**src/rtl/ufr_pkg.sv**
```systemverilog
package ufr_pkg;

  // Longest payload that the header length byte may declare.
  localparam logic [7:0] MAX_PAYLOAD = 8'd121;

  // Fixed frame bytes.
  localparam logic [7:0] SYNC_BYTE  = 8'h55;
  localparam logic [7:0] MARK_BYTE  = 8'hFF;
  localparam logic [7:0] PAD_BYTE   = 8'h00;
  localparam logic [7:0] TRAIL_BYTE = 8'h55;

  // Byte positions within the output sequence of one item.
  localparam logic [2:0] POS_SYNC   = 3'd0;
  localparam logic [2:0] POS_MARK   = 3'd1;
  localparam logic [2:0] POS_CNT_HI = 3'd2;
  localparam logic [2:0] POS_CNT_LO = 3'd3;
  localparam logic [2:0] POS_PAD    = 3'd4;
  localparam logic [2:0] POS_LEN    = 3'd5;
  localparam logic [2:0] POS_DATA   = 3'd6;
  localparam logic [2:0] POS_TRAIL  = 3'd7;

  typedef struct packed {
    logic [7:0] data_byte;
    logic [6:0] frame_len;
    logic       first;
    logic       last;
  } item_t;

  typedef struct packed {
    logic [7:0] out_byte;
    logic       out_last;
  } res_t;

  // Item as held by the input stage, with its header values settled.
  typedef struct packed {
    logic [7:0]  data_byte;
    logic [7:0]  len;
    logic [15:0] cnt;
    logic        last;
    logic        zero;
  } held_t;

  // Input stage toward the byte selector.
  typedef struct packed {
    logic       valid;
    logic [2:0] pos;
    held_t      held;
  } stage_t;

  // Byte selector back toward the input stage.
  typedef struct packed {
    logic take;
    logic done;
  } step_t;

endpackage

```
**src/rtl/ufr_item_reg.sv**
```systemverilog
module ufr_item_reg (
  input  logic            clk,
  input  logic            rst,
  input  logic            item_valid,
  output logic            item_ready,
  input  ufr_pkg::item_t  item,
  input  ufr_pkg::step_t  step,
  output ufr_pkg::stage_t stage
);

  logic           valid;
  logic [2:0]     pos;
  ufr_pkg::held_t held;
  logic [15:0]    cnt;
  logic [7:0]     len_ext;
  logic [7:0]     len_sat;

  // A new item enters when the stage is empty or its final byte moves on now.
  assign item_ready = !valid || step.done;

  // Saturate the declared length for the header.
  assign len_ext = {1'b0, item.frame_len};
  assign len_sat = (len_ext > ufr_pkg::MAX_PAYLOAD) ? ufr_pkg::MAX_PAYLOAD : len_ext;

  // Control state and the message counter.
  always_ff @(posedge clk) begin
    if (rst) begin
      valid <= 1'b0;
      pos   <= ufr_pkg::POS_SYNC;
      cnt   <= '0;
    end else if (item_valid && item_ready) begin
      valid <= 1'b1;
      pos   <= item.first ? ufr_pkg::POS_SYNC : ufr_pkg::POS_DATA;
      if (item.first) begin
        cnt <= cnt + 16'd1;
      end
    end else if (step.done) begin
      valid <= 1'b0;
    end else if (step.take) begin
      pos <= pos + 3'd1;
    end
  end

  // Payload of the held item; the counter value is the one before this frame.
  always_ff @(posedge clk) begin
    if (item_valid && item_ready) begin
      held.data_byte <= item.data_byte;
      held.len       <= len_sat;
      held.cnt       <= cnt;
      held.last      <= item.last;
      held.zero      <= item.first && (len_sat == 8'd0);
    end
  end

  assign stage.valid = valid;
  assign stage.pos   = pos;
  assign stage.held  = held;

endmodule

```
**src/rtl/ufr_byte_sel.sv**
```systemverilog
module ufr_byte_sel (
  input  logic            clk,
  input  logic            rst,
  input  ufr_pkg::stage_t stage,
  output ufr_pkg::step_t  step,
  output logic            res_valid,
  input  logic            res_ready,
  output ufr_pkg::res_t   res
);

  logic          advance;
  logic          final_byte;
  ufr_pkg::res_t sel;

  // The result register takes a byte whenever it is empty or being drained.
  assign advance   = !res_valid || res_ready;
  assign step.take = stage.valid && advance;
  assign step.done = step.take && final_byte;

  // The item ends on the trailer, or on the data byte when no trailer follows.
  assign final_byte = (stage.pos == ufr_pkg::POS_TRAIL) ||
                      ((stage.pos == ufr_pkg::POS_DATA) &&
                       (!stage.held.last || stage.held.zero));

  // Pick the byte for the current position.
  always_comb begin
    sel.out_last = 1'b0;
    unique case (stage.pos)
      ufr_pkg::POS_SYNC:   sel.out_byte = ufr_pkg::SYNC_BYTE;
      ufr_pkg::POS_MARK:   sel.out_byte = ufr_pkg::MARK_BYTE;
      ufr_pkg::POS_CNT_HI: sel.out_byte = stage.held.cnt[15:8];
      ufr_pkg::POS_CNT_LO: sel.out_byte = stage.held.cnt[7:0];
      ufr_pkg::POS_PAD:    sel.out_byte = ufr_pkg::PAD_BYTE;
      ufr_pkg::POS_LEN:    sel.out_byte = stage.held.len;
      ufr_pkg::POS_DATA: begin
        // A zero-length frame puts its trailer where the data byte would be.
        sel.out_byte = stage.held.zero ? ufr_pkg::TRAIL_BYTE : stage.held.data_byte;
        sel.out_last = stage.held.zero;
      end
      ufr_pkg::POS_TRAIL: begin
        sel.out_byte = ufr_pkg::TRAIL_BYTE;
        sel.out_last = 1'b1;
      end
      default: sel.out_byte = ufr_pkg::PAD_BYTE;
    endcase
  end

  // Result register.
  always_ff @(posedge clk) begin
    if (rst) begin
      res_valid <= 1'b0;
    end else if (advance) begin
      res_valid <= stage.valid;
    end
  end

  always_ff @(posedge clk) begin
    if (step.take) begin
      res <= sel;
    end
  end

endmodule

```
**src/rtl/uart_message_framer_unit.sv**
```systemverilog
// Message framer: each accepted item yields one to eight output bytes, one byte per
// cycle through a registered output while res_ready does not stall it. A first item
// sends the six-byte header (0x55, 0xFF, counter high, counter low, 0x00, length
// saturated to 121), then its data byte, or only the trailer 0x55 when the length is
// zero; a last item adds the trailer 0x55 with out_last set. Payload items pass at one
// per cycle when the output does not stall; a first item has 7 or 8 output bytes, any
// other 1 or 2, and the position counter of the input stage steps through them. The
// 16-bit frame counter starts at zero after reset and wraps.
module uart_message_framer_unit (
  input  logic           clk,
  input  logic           rst,
  input  logic           item_valid,
  output logic           item_ready,
  input  ufr_pkg::item_t item,
  output logic           res_valid,
  input  logic           res_ready,
  output ufr_pkg::res_t  res
);

  ufr_pkg::stage_t stage;
  ufr_pkg::step_t  step;

  ufr_item_reg u_item_reg (
    .clk        (clk),
    .rst        (rst),
    .item_valid (item_valid),
    .item_ready (item_ready),
    .item       (item),
    .step       (step),
    .stage      (stage)
  );

  ufr_byte_sel u_byte_sel (
    .clk       (clk),
    .rst       (rst),
    .stage     (stage),
    .step      (step),
    .res_valid (res_valid),
    .res_ready (res_ready),
    .res       (res)
  );

endmodule

```
**config.mk**
```make
export PLATFORM = sky130hd
export DESIGN_NAME = uart_message_framer_unit
export DESIGN_NICKNAME = d
export VERILOG_FILES = /design/src/rtl/ufr_pkg.sv /design/src/rtl/ufr_item_reg.sv /design/src/rtl/ufr_byte_sel.sv /design/src/rtl/uart_message_framer_unit.sv
export SDC_FILE = /design/constraint.sdc
export NUM_CORES = 1
export LEC_CHECK = 0
export ABC_AREA = 1
export BUFFER_PORTS_ARGS = -buffer_cell sky130_fd_sc_hd__buf_2
export CAP_MARGIN = 20
export CORE_MARGIN = 4
export CORE_UTILIZATION = 34
export DETAILED_ROUTE_END_ITERATION = 8
export HOLD_SLACK_MARGIN = 0.02
export SYNTH_ARGS = -nofsm -noshare
export SYNTH_HDL_FRONTEND = slang
export SYNTH_HIERARCHICAL = 1
export SYNTH_SLANG_ARGS = --single-unit
```
**constraint.sdc**
```tcl
create_clock -name clk -period 5.4 [get_ports clk]
set_input_delay 0 -clock clk [delete_from_list [all_inputs] [get_ports clk]]
set_output_delay 0 -clock clk [all_outputs]
set_load 0.1 [all_outputs]
```
==> Yosys cells after proc, flatten, opt, wreduce, memory -nomap -nowiden <==
Index checks and enable logic that the tools add are counted.
{ "word_totals": {"regBits": 64, "inputBits": 21, "out_inout_bits": 11, "wordCells": 51} }
{ "op_classes": {"n_lt_le_gt_ge": 1, "n_mux": 10, "addsub": 2, "n_reduce_logical": 19, "n_eq_ne": 8} }
{ "op_table": {"columns": ["operator", "n"], "rows": [
  ["$pmux 8 s7", 1],
  ["$add 16x1->16 const B", 1],
  ["$eq 3x3->1 const B", 4],
  ["$mux 3", 4],
  ["$logic_not 8->1", 1],
  ["$mux 8", 1],
  ["$gt 7x7->1 const B", 1],
  ["$mux 7", 1],
  ["$eq 3x2->1 const B", 2],
  ["$logic_and 1x1->1", 5],
  ["$logic_or 1x1->1", 4],
  ["$reduce_and 2->1", 2],
  ["$reduce_bool 2->1", 2],
  ["$add 3x1->3 const B", 1],
  ["$eq 3x1->1 const B", 1],
  ["$logic_not 1->1", 3],
  ["$logic_not 3->1", 1],
  ["$mux 1", 2],
  ["$ne 2x2->1 const B", 1],
  ["$pmux 1 s2", 1],
  ["$reduce_or 2->1", 1]
]} }

==> Logic depth before layout (Yosys ltp) <==
Gate-level depths: netlist of the first run.
{ "depth": {"ltp_word": 9, "ltp_mapped": 14, "depth_no_buf": 12} }

==> Cells and area by module <==
The synthesis of the first run kept the hierarchy.
{ "by_module_without_submodules": {"columns": ["mod", "cells_per_inst", "area_per_inst_um2", "seq_area_each_um2", "n_inst"], "rows": [
  ["ufr_item_reg", 214, 2223.4, 1391.3, 1],
  ["ufr_byte_sel", 109, 798.3, 290.3, 1]
]} }

==> Least setup slack after synthesis of the first run <==
No wires, ideal clock.
{ "synth_timing": {"kind": "reg-to-reg", "from": "reg u_byte_sel.res_valid", "to": "reg u_item_reg.held, in the netlist u_item_reg/stage[0] (enable)", "path_buffers": 0, "path_slack_ns": 2.713, "t_required_ns": 5.010, "synth_period_minus_slack_ns": 2.687, "setup_ns": 0.390, "arrival_ns": 2.297, "stages_incl_launch_ff": 8, "cell_sequence": "dfxtp_1 nand2_1 nand2_1 a21oi_2 inv_2 nand2_4 nand2_1 inv_1"} }
{ "synth_rtl": {"columns": ["item", "line", "rtl"], "rows": [
  ["from (decl)", "ufr_byte_sel.sv:6", "output logic res_valid,"],
  ["from (signal assigned)", "ufr_byte_sel.sv:53", "res_valid <= stage.valid;"],
  ["to (decl)", "ufr_item_reg.sv:13", "ufr_pkg::held_t held;"]
]} }

==> flow_metrics.py, run 1 <==
metrics = {
    "routing": {
        "wire_per_inst_um": 12.5,
        "antenna_left": 0,
        "drt-initial-drc-count": 56,
        "wl_um": 6070,
        "viasPerCell": 4.56,
        "drt_first_pass_iters": 4,
        "drc": 0,
        "vias": 2214,
    },
    "global_route": {
        "grt_pass1_wl_um": 10300,
        "antenna_found_initial": 0,
        "grt_max_degree": 24,
        "overflow": 0,
        "track_usage_pct": 13.1,
        "grt_pass1_vias": 2246,
    },
    "setup_path": {
        "worst_path_largest_cell_delay_ns": 0.79,
        "cp_max_fo": 23,
        "worstPathCellList": "nand3_2, a21oi_2, inv_2, nand2_4, nand2_1, inv_1, buf_4, nand3_1, a21oi_1",
        "cp-end-kind": "flop",
        "arrival_ns": 2.93,
        "worstPathRequired_ns": 5.66,
        "crit_slowest_cell": "dfxtp_1",
        "crit_path_start_kind": "flop",
        "crit_type": "reg -> reg",
    },
    "sta": {
        "period_share_pct": 49.4,
        "whs_ns": 0.0420,
        "rsz0062_at_grt": "false",
        "maxSlewViolCount": 0,
        "fin_crit_ns": 2.67,
        "setup_viol": 0,
        "tightest_slew_ns": 0.722,
        "slew_headroom_pct": 51.8,
        "finClkSkew_ns": 0.00868,
        "fmax_mhz": 375,
        "hold_viol": 0,
        "final.setup.tns_ns": 0,
    },
    "logic_synthesis": {
        "synthDominantAreaCellType": "edfxtp_1",
        "syn_area_sq_um": 3020,
        "synth_cells": 323,
        "yosysWarnings": 6,
        "synth_area_leaders": "edfxtp_1 (42%), dfxtp_1 (14%), nand2_1 (6.6%)",
        "yosysSeqAreaShare_pct": 55.7,
        "synth_nets": 346,
        "ys_ff_latch": 63,
        "postSynthAreaPerCell_sq_um": 9.35,
        "yosysUniqueCellTypes": 38,
        "yosys.area.top_type_share_pct": 41.7,
    },
    "power": {
        "sequentialPowerShare_pct": 49.7,
        "pwr-share-comb_pct": 11.5,
        "power.leakage_nw": 1.53,
        "power_density_nw_per_um2": 310,
        "switching_share_pct": 25.1,
        "p_int_w": 0.000843,
        "peakVddDrop_mv": 0.136,
        "net-switching-power_w": 0.000282,
        "power_frac_clock_pct": 38.8,
    },
    "cells_and_area": {
        "drive_gt1_share_pct": 21.2,
        "fin_nets": 395,
        "final_cell_area_sq_um": 3640,
        "diodes": 0,
        "final_common_cell": "nand2_1",
        "syn_to_final_growth_pct": 20.3,
        "layout_common_cells": "nand2_1 (53), inv_1 (51), nor2_1 (45)",
        "fillers": 870,
    },
    "placement": {
        "port_buffers": 31,
        "gp_congestion": 0.828,
        "placed_area_sq_um": 3230,
        "dp_hpwl_um": 4380,
    },
    "clock_tree": {
        "clock_latency_ns": 0.34,
        "post_cts_buffers": 0,
        "cts.clk_slew.worst_paths_ns": 0.07,
        "cts_tree": "done",
        "clkSinkCount": 63,
        "h-tree-depth": 3,
        "holdBufCountCts": 19,
        "cts-buffers-inserted": 9,
        "clockBufferDepth": 2,
        "root_buffer": "clkbuf_8",
        "cts_resized": 0,
    },
    "floorplanning": {
        "core_sq_um": 8680,
        "dieWidth_um": 102,
        "num_rows": 34,
        "initial_core_util_pct": 34.8,
        "chipHeight_um": 102,
        "dieArea_sq_um": 10500,
        "ios": 32,
    },
    "run": {
        "drv_cap": 0,
    },
    "outcome": {
        "run_status": "complete, no violations",
    },
    "min_path": {
        "min_path_type": "in -> reg",
    },
}
[per-stage QoR]
stage | setup slack (ns) | cells | utilization (%) | power (W)
3_3_place_gp | 2.85 | 450 | 37.2 | 0.000687
6_report | 2.73 | 485 | 41.9 | 0.00113
2_1_floorplan | 2.71 | 323 | - | 0.000664
4_1_cts | 2.70 | 485 | 41.9 | 0.00114
5_1_grt | 2.41 | 485 | 41.9 | 0.00118
3_5_place_dp | 2.74 | 450 | 37.2 | 0.000689
[synth_stat cells, drive strengths merged]
cell type	instances
buf	9
dfxtp	21
o21ai	4
nand3	25
or2	3
nor2	52
a21oi	9
inv	57
clkbuf	4
edfxtp	42
ha	2
nand4	11
conb	1
xnor2	2
nand2	60
nor3	11
a31oi	2
xor2	2
o211ai	4
nor3b	2
[logic make-up (layout without fill, tap and decap cells)]
| kind of cell | after synthesis | in the layout | synth area share (%) |
|---|---|---|---|
| AOI/OAI and AO/OA | 19 | 19 | 3.81 |
| adders and majority gates | 2 | 2 | 0.828 |
| xor gates and xnor gates | 4 | 4 | 1.16 |
| DFF | 63 | 63 | 55.7 |
| and+or+nand+nor | 164 | 164 | 28.2 |
| buffers and inverters | 70 | 124 | 10.2 |
| other | 1 | 1 | 0.124 |
[power groups by stage]
stage / clock network, W / logic (W) / registers [W]
2_1_floorplan: 0 / 0.0000618 / 0.000602
3_3_place_gp: 0 / 0.000118 / 0.000569
3_5_place_dp: 0 / 0.000120 / 0.000569
4_1_cts: 0.000452 / 0.000131 / 0.000559
5_1_grt: 0.000476 / 0.000140 / 0.000561
6_report: 0.000437 / 0.000130 / 0.000559
[flip-flops by register name (all words and copies together) (netlist names)]
| signal | flops |
|---|---|
| u_item_reg/stage | 33 |
| u_item_reg/cnt | 16 |
| u_byte_sel/res | 9 |
| u_item_reg/pos | 3 |
| u_byte_sel/res_valid | 1 |
| u_item_reg/valid | 1 |
[critical path: cells and delay by family, from the launching register on]
family	cells	cell delay (ns)
AO/OA/AOI/OAI	2	0.36
buffers and inverters	3	0.92
flip-flops	1	0.79
AND/OR/NAND/NOR	4	0.51
[path summary, 6_finish.rpt]
check	start	slack (ns)	cells past startpoint	end
min reg2reg	u_item_reg/cnt[15]	0.48	0	u_item_reg/stage[17]
max reg2reg	u_item_reg/pos[0]	2.73	9	u_item_reg/cnt[1]
max	u_item_reg/pos[0]	2.73	9	u_item_reg/cnt[1]
min	item[4]	0.04	3	u_item_reg/stage[20]
[metal layers]
layer	wire length (um)	vias up	track usage, %	part of all wire [%]
met5	0	-	0	0
met4	155	0	5.95	2.6
met3	371	17	5.39	6.1
met2	2880	60	21.4	48
met1	2660	1000	14.9	44
li1	-	1137	-	-
[cell type report]
cell class | instances | area [sq um] | share of cell area, %
multi-input combinational | 190 | 1030 | 28.4
clock buffer | 14 | 184 | 5.06
sequential | 63 | 1680 | 46.2
clock inverter | 2 | 35.0 | 0.964
tap | 108 | 135 | 3.72
timing repair buffer | 51 | 353 | 9.70
inverter | 57 | 216 | 5.95
No activity file was read; power rests on OpenSTA's default activity.
==> run 2: changes to the inputs <==
Settings changed: ABC_AREA 1 to 0.
Clock period 5.4 ns to 2.4 ns, I/O delays scaled along.
==> run 2 against run 1 <==
  * Routed wire length is 11% lower
  * Largest cell class unchanged
  * Sequential power is 120% higher
  * Area after synthesis is 9.5% lower
  * Clock skew is 0.0010 ns higher
==> flow_metrics.py, run 2 <==
metrics = {
    "outcome": {
        "run_status": "complete, no violations",
    },
    "global_route": {
        "grt_pass1_vias": 1829,
        "grt_max_degree": 22,
        "track_usage_pct": 12.4,
        "overflow": 0,
        "grt_pass1_wl_um": 9090,
        "antenna_found_initial": 0,
    },
    "logic_synthesis": {
        "synth_ff_type": "edfxtp_1",
        "async_flop_share_pct": 0,
        "yosysUniqueCellTypes": 46,
        "synthDominantAreaCellType": "edfxtp_1",
        "synth_cells": 223,
        "synth_top_family_by_area": "simple AND/OR/NAND/NOR gates",
        "synth_compound_area_share_pct": 11.1,
        "synth_nets": 246,
        "syn_area_sq_um": 2730,
        "synth_area_leaders": "edfxtp_1 (46%), dfxtp_1 (15%), a21oi_1 (2.7%)",
        "ys_ff_latch": 63,
        "synthMuxAreaShare_pct": 1.83,
        "yosysWarnings": 6,
        "postSynthAreaPerCell_sq_um": 12.3,
        "synthSimpleGateAreaFrac_pct": 16.1,
        "yosys-top-cells-count": "edfxtp_1 (42), dfxtp_1 (21), a21oi_1 (15)",
        "yosys.area.top_type_share_pct": 46.1,
        "yosysSeqAreaShare_pct": 61.5,
        "synthAdderAreaFrac_pct": 0.915,
        "synth_xor_area_share_pct": 2.88,
        "yosysMostFrequentCell": "edfxtp_1",
        "synth_edf_count": 42,
    },
    "clock_tree": {
        "h-tree-depth": 3,
        "clkSinkCount": 63,
        "cts.clk_slew.worst_paths_ns": 0.07,
        "cts-buffers-inserted": 9,
        "clock_latency_ns": 0.34,
        "cts_resized": 0,
        "cts_tree": "done",
        "clockBufferDepth": 2,
        "root_buffer": "clkbuf_8",
    },
    "power": {
        "power.leakage_nw": 1.18,
        "power_density_nw_per_um2": 741,
        "sequentialPowerShare_pct": 49.3,
        "p_int_w": 0.00188,
        "power_w": 0.00250,
        "switching_share_pct": 24.8,
        "peakVddDrop_mv": 0.225,
        "power_frac_clock_pct": 37.9,
        "pwr-share-comb_pct": 12.8,
        "net-switching-power_w": 0.000620,
    },
    "routing": {
        "drt_first_pass_iters": 4,
        "drc": 0,
        "viasPerCell": 4.73,
        "wire_per_inst_um": 14.3,
        "antenna_left": 0,
        "vias": 1797,
        "wl_um": 5430,
        "drt-initial-drc-count": 43,
    },
    "setup_path": {
        "crit_slowest_cell": "or4_1",
        "r2r_slack_ns": 0.36,
        "crit_buf_inv": 0,
        "crit_family": "simple AND/OR/NAND/NOR gates",
        "crit_type": "reg -> reg",
        "worstPathCellList": "nor2_4, a21oi_2, nor2b_4, or3_1, or4_1, a21oi_1",
        "reg2reg_from": "u_item_reg/stage[0]",
        "reg2regPathDepth": 6,
        "worst_path_largest_cell_delay_ns": 0.53,
        "cp_max_fo": 8,
        "worstPathRequired_ns": 2.67,
        "arrival_ns": 2.31,
        "reg2reg_to": "u_item_reg/cnt[14]",
        "cp-end-kind": "flop",
        "crit_path_start_kind": "flop",
    },
    "sta": {
        "setup_viol": 0,
        "setup_ws_ns": 0.364,
        "period_share_pct": 84.9,
        "fin_crit_ns": 2.04,
        "finClkSkew_ns": 0.00972,
        "maxSlewViolCount": 0,
        "fmax_mhz": 491,
        "final.setup.tns_ns": 0,
        "hold_viol": 0,
        "rsz0062_at_grt": "false",
    },
    "min_path": {
        "min_path_type": "in -> reg",
        "hold_end": "u_item_reg/cnt[4]",
        "min_from": "rst",
        "hold_path_depth": 2,
    },
    "cells_and_area": {
        "layout_common_cells": "edfxtp_1 (42), buf_2 (31), dfxtp_1 (19)",
        "fin_nets": 296,
        "largest_reg_flops": 33,
        "final_common_cell": "edfxtp_1",
        "syn_to_final_growth_pct": 23.5,
        "diodes": 0,
        "drive_gt1_share_pct": 24.5,
    },
    "floorplanning": {
        "dieWidth_um": 97.7,
        "core_sq_um": 7770,
        "initial_core_util_pct": 35.2,
        "ios": 32,
        "chipHeight_um": 97.7,
        "num_rows": 32,
        "dieArea_sq_um": 9540,
    },
    "placement": {
        "port_buffers": 31,
        "dp_hpwl_um": 3710,
        "gp_congestion": 0.788,
        "place_ws_ns": 0.377,
    },
    "run": {
        "drv_cap": 0,
    },
}
run 2: worst max path at each step:
stage / startpoint / to / slack [ns] / cells past startpoint
final: u_item_reg/stage[0] / u_item_reg/cnt[14] / 0.36 / 6
after global routing: u_item_reg/stage[0] / u_item_reg/cnt[14] / 0.24 / 6
after CTS: u_item_reg/stage[0] / u_item_reg/cnt[14] / 0.36 / 6
after detailed placement: u_item_reg/stage[0] / u_item_reg/cnt[14] / 0.38 / 6
after global placement: u_item_reg/stage[0] / u_item_reg/cnt[14] / 0.41 / 6
after floorplan: u_item_reg/pos[0] / u_item_reg/stage[0] / -0.14 / 9
run 2: cells by family (layout without fill, tap and decap cells):
| family | after synthesis | in the layout |
|---|---|---|
| AND/OR/NAND/NOR | 74 | 74 |
| flip-flops | 63 | 63 |
| AO/OA/AOI/OAI | 44 | 44 |
| buffers and inverters | 25 | 80 |
| XOR/XNOR | 9 | 9 |
| multiplexers | 5 | 5 |
| adder cells (fa/ha/maj) | 2 | 2 |
| other | 1 | 1 |
run 2: stage by stage:
stage / util (%) / area [sq um] / hold slack (ns) / std cells
4_1_cts: 43.5 / 3380 / 0.0612 / 380
6_report: 43.5 / 3380 / 0.0746 / 380
3_3_place_gp: 38.5 / 2990 / 0.178 / 346
3_5_place_dp: 38.5 / 2990 / 0.179 / 346
5_1_grt: 43.5 / 3380 / 0.0915 / 380
2_1_floorplan: - / 2770 / 0.0594 / 223
run 2: worst reg2reg max path: stages, from the launching register on:
cell	delay, ns
edfxtp_1	0.48
nor2_4	0.07
a21oi_2	0.20
nor2b_4	0.08
or3_1	0.47
or4_1	0.53
a21oi_1	0.14
run 2: timing repair:
action / 4_1_cts / 5_1_grt
setup buffers: 0 / 0
endpoints found under the hold margin: 18 / 0
hold buffers: 18 / 0
run 2: power groups by stage:
stage | registers [W] | logic (W) | clock network, W
2_1_floorplan | 0.00135 | 0.000148 | 0
6_report | 0.00123 | 0.000321 | 0.000947
5_1_grt | 0.00124 | 0.000346 | 0.00102
4_1_cts | 0.00123 | 0.000324 | 0.000974
3_3_place_gp | 0.00126 | 0.000298 | 0
3_5_place_dp | 0.00126 | 0.000301 | 0
run 2: final cells by class:
class                      instances  area (sq um)
multi-input combinational        135           922
timing repair buffer              54           385
inverter                          10          45.0
tap                              102           128
clock buffer                      13           169
clock inverter                     3          40.0
sequential                        63          1690
fill                             724          4390
run 2: metal layers:
metal	routed length [um]	part of all wire (%)	vias up	global-route usage, %
li1	-	-	914	-
met5	0	0	-	0
met3	131	2.4	12	2.73
met1	2490	46	835	14.6
met4	187	3.4	0	9.05
met2	2620	48	36	19.7
==> run 3: changes to the inputs <==
Clock period 2.4 ns to 2 ns, I/O delays scaled along.
==> run 3 against run 2 <==
  * Clock skew shrank 0.0020 ns
  * Die area is the same
  * Worst setup slack lost 0.22 ns
  * Clock power grew 25%
  * Sequential share of layout area shrank 0.46 points
  * Critical path depth grew 1
  * Combinational power grew 21%
  * Power grew 22%
  * Critical path type unchanged
  * Non-clock buffer count grew 2
  * Routed wire length shrank 1.1%
==> flow_metrics.py, run 3 (synthesized netlist as in run 2, its figures left out) <==
metrics = {
    "floorplanning": {
        "ios": 32,
        "initial_core_util_pct": 35.2,
        "dieWidth_um": 97.7,
        "num_rows": 32,
        "dieArea_sq_um": 9540,
        "core_sq_um": 7770,
        "chipHeight_um": 97.7,
    },
    "clock_tree": {
        "h-tree-depth": 3,
        "clock_latency_ns": 0.33,
        "cts_tree": "done",
        "post_cts_buffers": 0,
        "cts.clk_slew.worst_paths_ns": 0.07,
        "clockBufferDepth": 2,
        "clkSinkCount": 63,
        "cts-buffers-inserted": 9,
        "root_buffer": "clkbuf_8",
    },
    "power": {
        "power_density_nw_per_um2": 893,
        "power.leakage_nw": 1.20,
        "peakVddDrop_mv": 0.362,
        "power_w": 0.00305,
    },
    "cells_and_area": {
        "final_cell_area_sq_um": 3410,
        "syn_to_final_growth_pct": 24.8,
        "layout_common_cells": "edfxtp_1 (42), buf_2 (31), dlygate4sd3_1 (18)",
        "diodes": 0,
        "fin_nets": 298,
        "drive_gt1_share_pct": 25.7,
        "largest_reg_flops": 33,
        "final_common_cell": "edfxtp_1",
    },
    "sta": {
        "setup_ws_ns": 0.141,
        "period_share_pct": 92.9,
        "rsz0062_at_grt": "false",
        "maxSlewViolCount": 0,
        "setup_viol": 0,
        "finClkSkew_ns": 0.00770,
        "fin_crit_ns": 1.86,
        "fmax_mhz": 538,
        "final.setup.tns_ns": 0,
        "whs_ns": 0.0855,
        "hold_viol": 0,
    },
    "setup_path": {
        "crit_path_start_kind": "flop",
        "worstPathRequired_ns": 2.26,
        "crit_slowest_cell": "or4_1",
        "cp_max_fo": 8,
        "worstPathCellList": "nand2b_4, nand4_1, a21oi_2, nor2b_4, or3_4, or4_1, a21oi_1",
        "crit_type": "reg -> reg",
        "cp-end-kind": "flop",
        "r2r_slack_ns": 0.14,
        "worst_path_largest_cell_delay_ns": 0.48,
        "arrival_ns": 2.12,
    },
    "placement": {
        "placed_area_sq_um": 3010,
        "place_ws_ns": 0.0871,
        "dp_hpwl_um": 3520,
        "gp_congestion": 0.729,
        "port_buffers": 31,
    },
    "global_route": {
        "grt_pass1_wl_um": 8600,
        "grt_pass1_vias": 1774,
        "antenna_found_initial": 0,
        "track_usage_pct": 11.7,
        "overflow": 0,
        "grt_max_degree": 35,
    },
    "min_path": {
        "min_path_type": "in -> reg",
    },
    "run": {
        "drv_cap": 0,
    },
    "routing": {
        "vias": 1808,
        "drt-initial-drc-count": 61,
        "wl_um": 5370,
        "drc": 0,
        "viasPerCell": 4.73,
        "wire_per_inst_um": 14.1,
        "antenna_left": 0,
        "drt_first_pass_iters": 4,
    },
    "outcome": {
        "run_status": "complete, no violations",
    },
}
[run 3: changes by cell type in the layout (fill, tap and decap cells not counted), sizes merged]
cell,previous run,this run
clkinv,2,1
clkbuf,13,14
buf,36,38
[run 3: worst paths after layout]
kind	from	depth (start not counted)	endpoint
setup reg to reg	u_byte_sel/res_valid	7	u_item_reg/cnt[12]
hold reg to reg	u_item_reg/cnt[15]	0	u_item_reg/stage[17]
setup / recovery	u_byte_sel/res_valid	7	u_item_reg/cnt[12]
hold / removal	rst	2	u_item_reg/cnt[7]
[run 3: critical path: cells and delay by family, from the launching register on]
kind / cells / cell delay, ns
flip-flops: 1 / 0.35
AO/OA/AOI/OAI: 2 / 0.32
AND/OR/NAND/NOR: 5 / 1.14
[run 3: metal layers]
metal / track usage (%) / share of wire, % / up-vias / routed length [um]
met5: 0 / 0 / - / 0
met4: 8.84 / 3.2 / 0 / 171
met3: 2.51 / 2.9 / 14 / 153
met2: 19.1 / 50 / 34 / 2670
met1: 13.4 / 44 / 839 / 2370
li1: - / - / 921 / -
[run 3: per-stage QoR]
| step | std cells | utilization, % |
|---|---|---|
| global route | 382 | 43.9 |
| CTS | 382 | 43.9 |
| floorplan | 223 | - |
| finish | 382 | 43.9 |
| detailed placement | 348 | 38.7 |
| global placement | 348 | 38.7 |
[run 3: area by class of cell]
cell class / count / area (sq um)
Sequential cell: 63 / 1690
Timing Repair Buffer: 56 / 400
Tap cell: 102 / 128
Clock inverter: 2 / 35.0
Inverter: 10 / 45.0
Fill cell: 700 / 4360
Multi-Input combinational cell: 135 / 931
Clock buffer: 14 / 184
[run 3: where the power goes]
part / internal, W / switching (W)
clock: 0.000719 / 0.000463
sequential: 0.00146 / 0.0000212
combinational: 0.000130 / 0.000258
total: 0.00231 / 0.000741
[run 3: what timing repair did]
item,CTS,global route
hold endpoints to repair,18,0
resized for setup,0,1
endpoints found under the setup margin,0,1
hold buffers,18,0
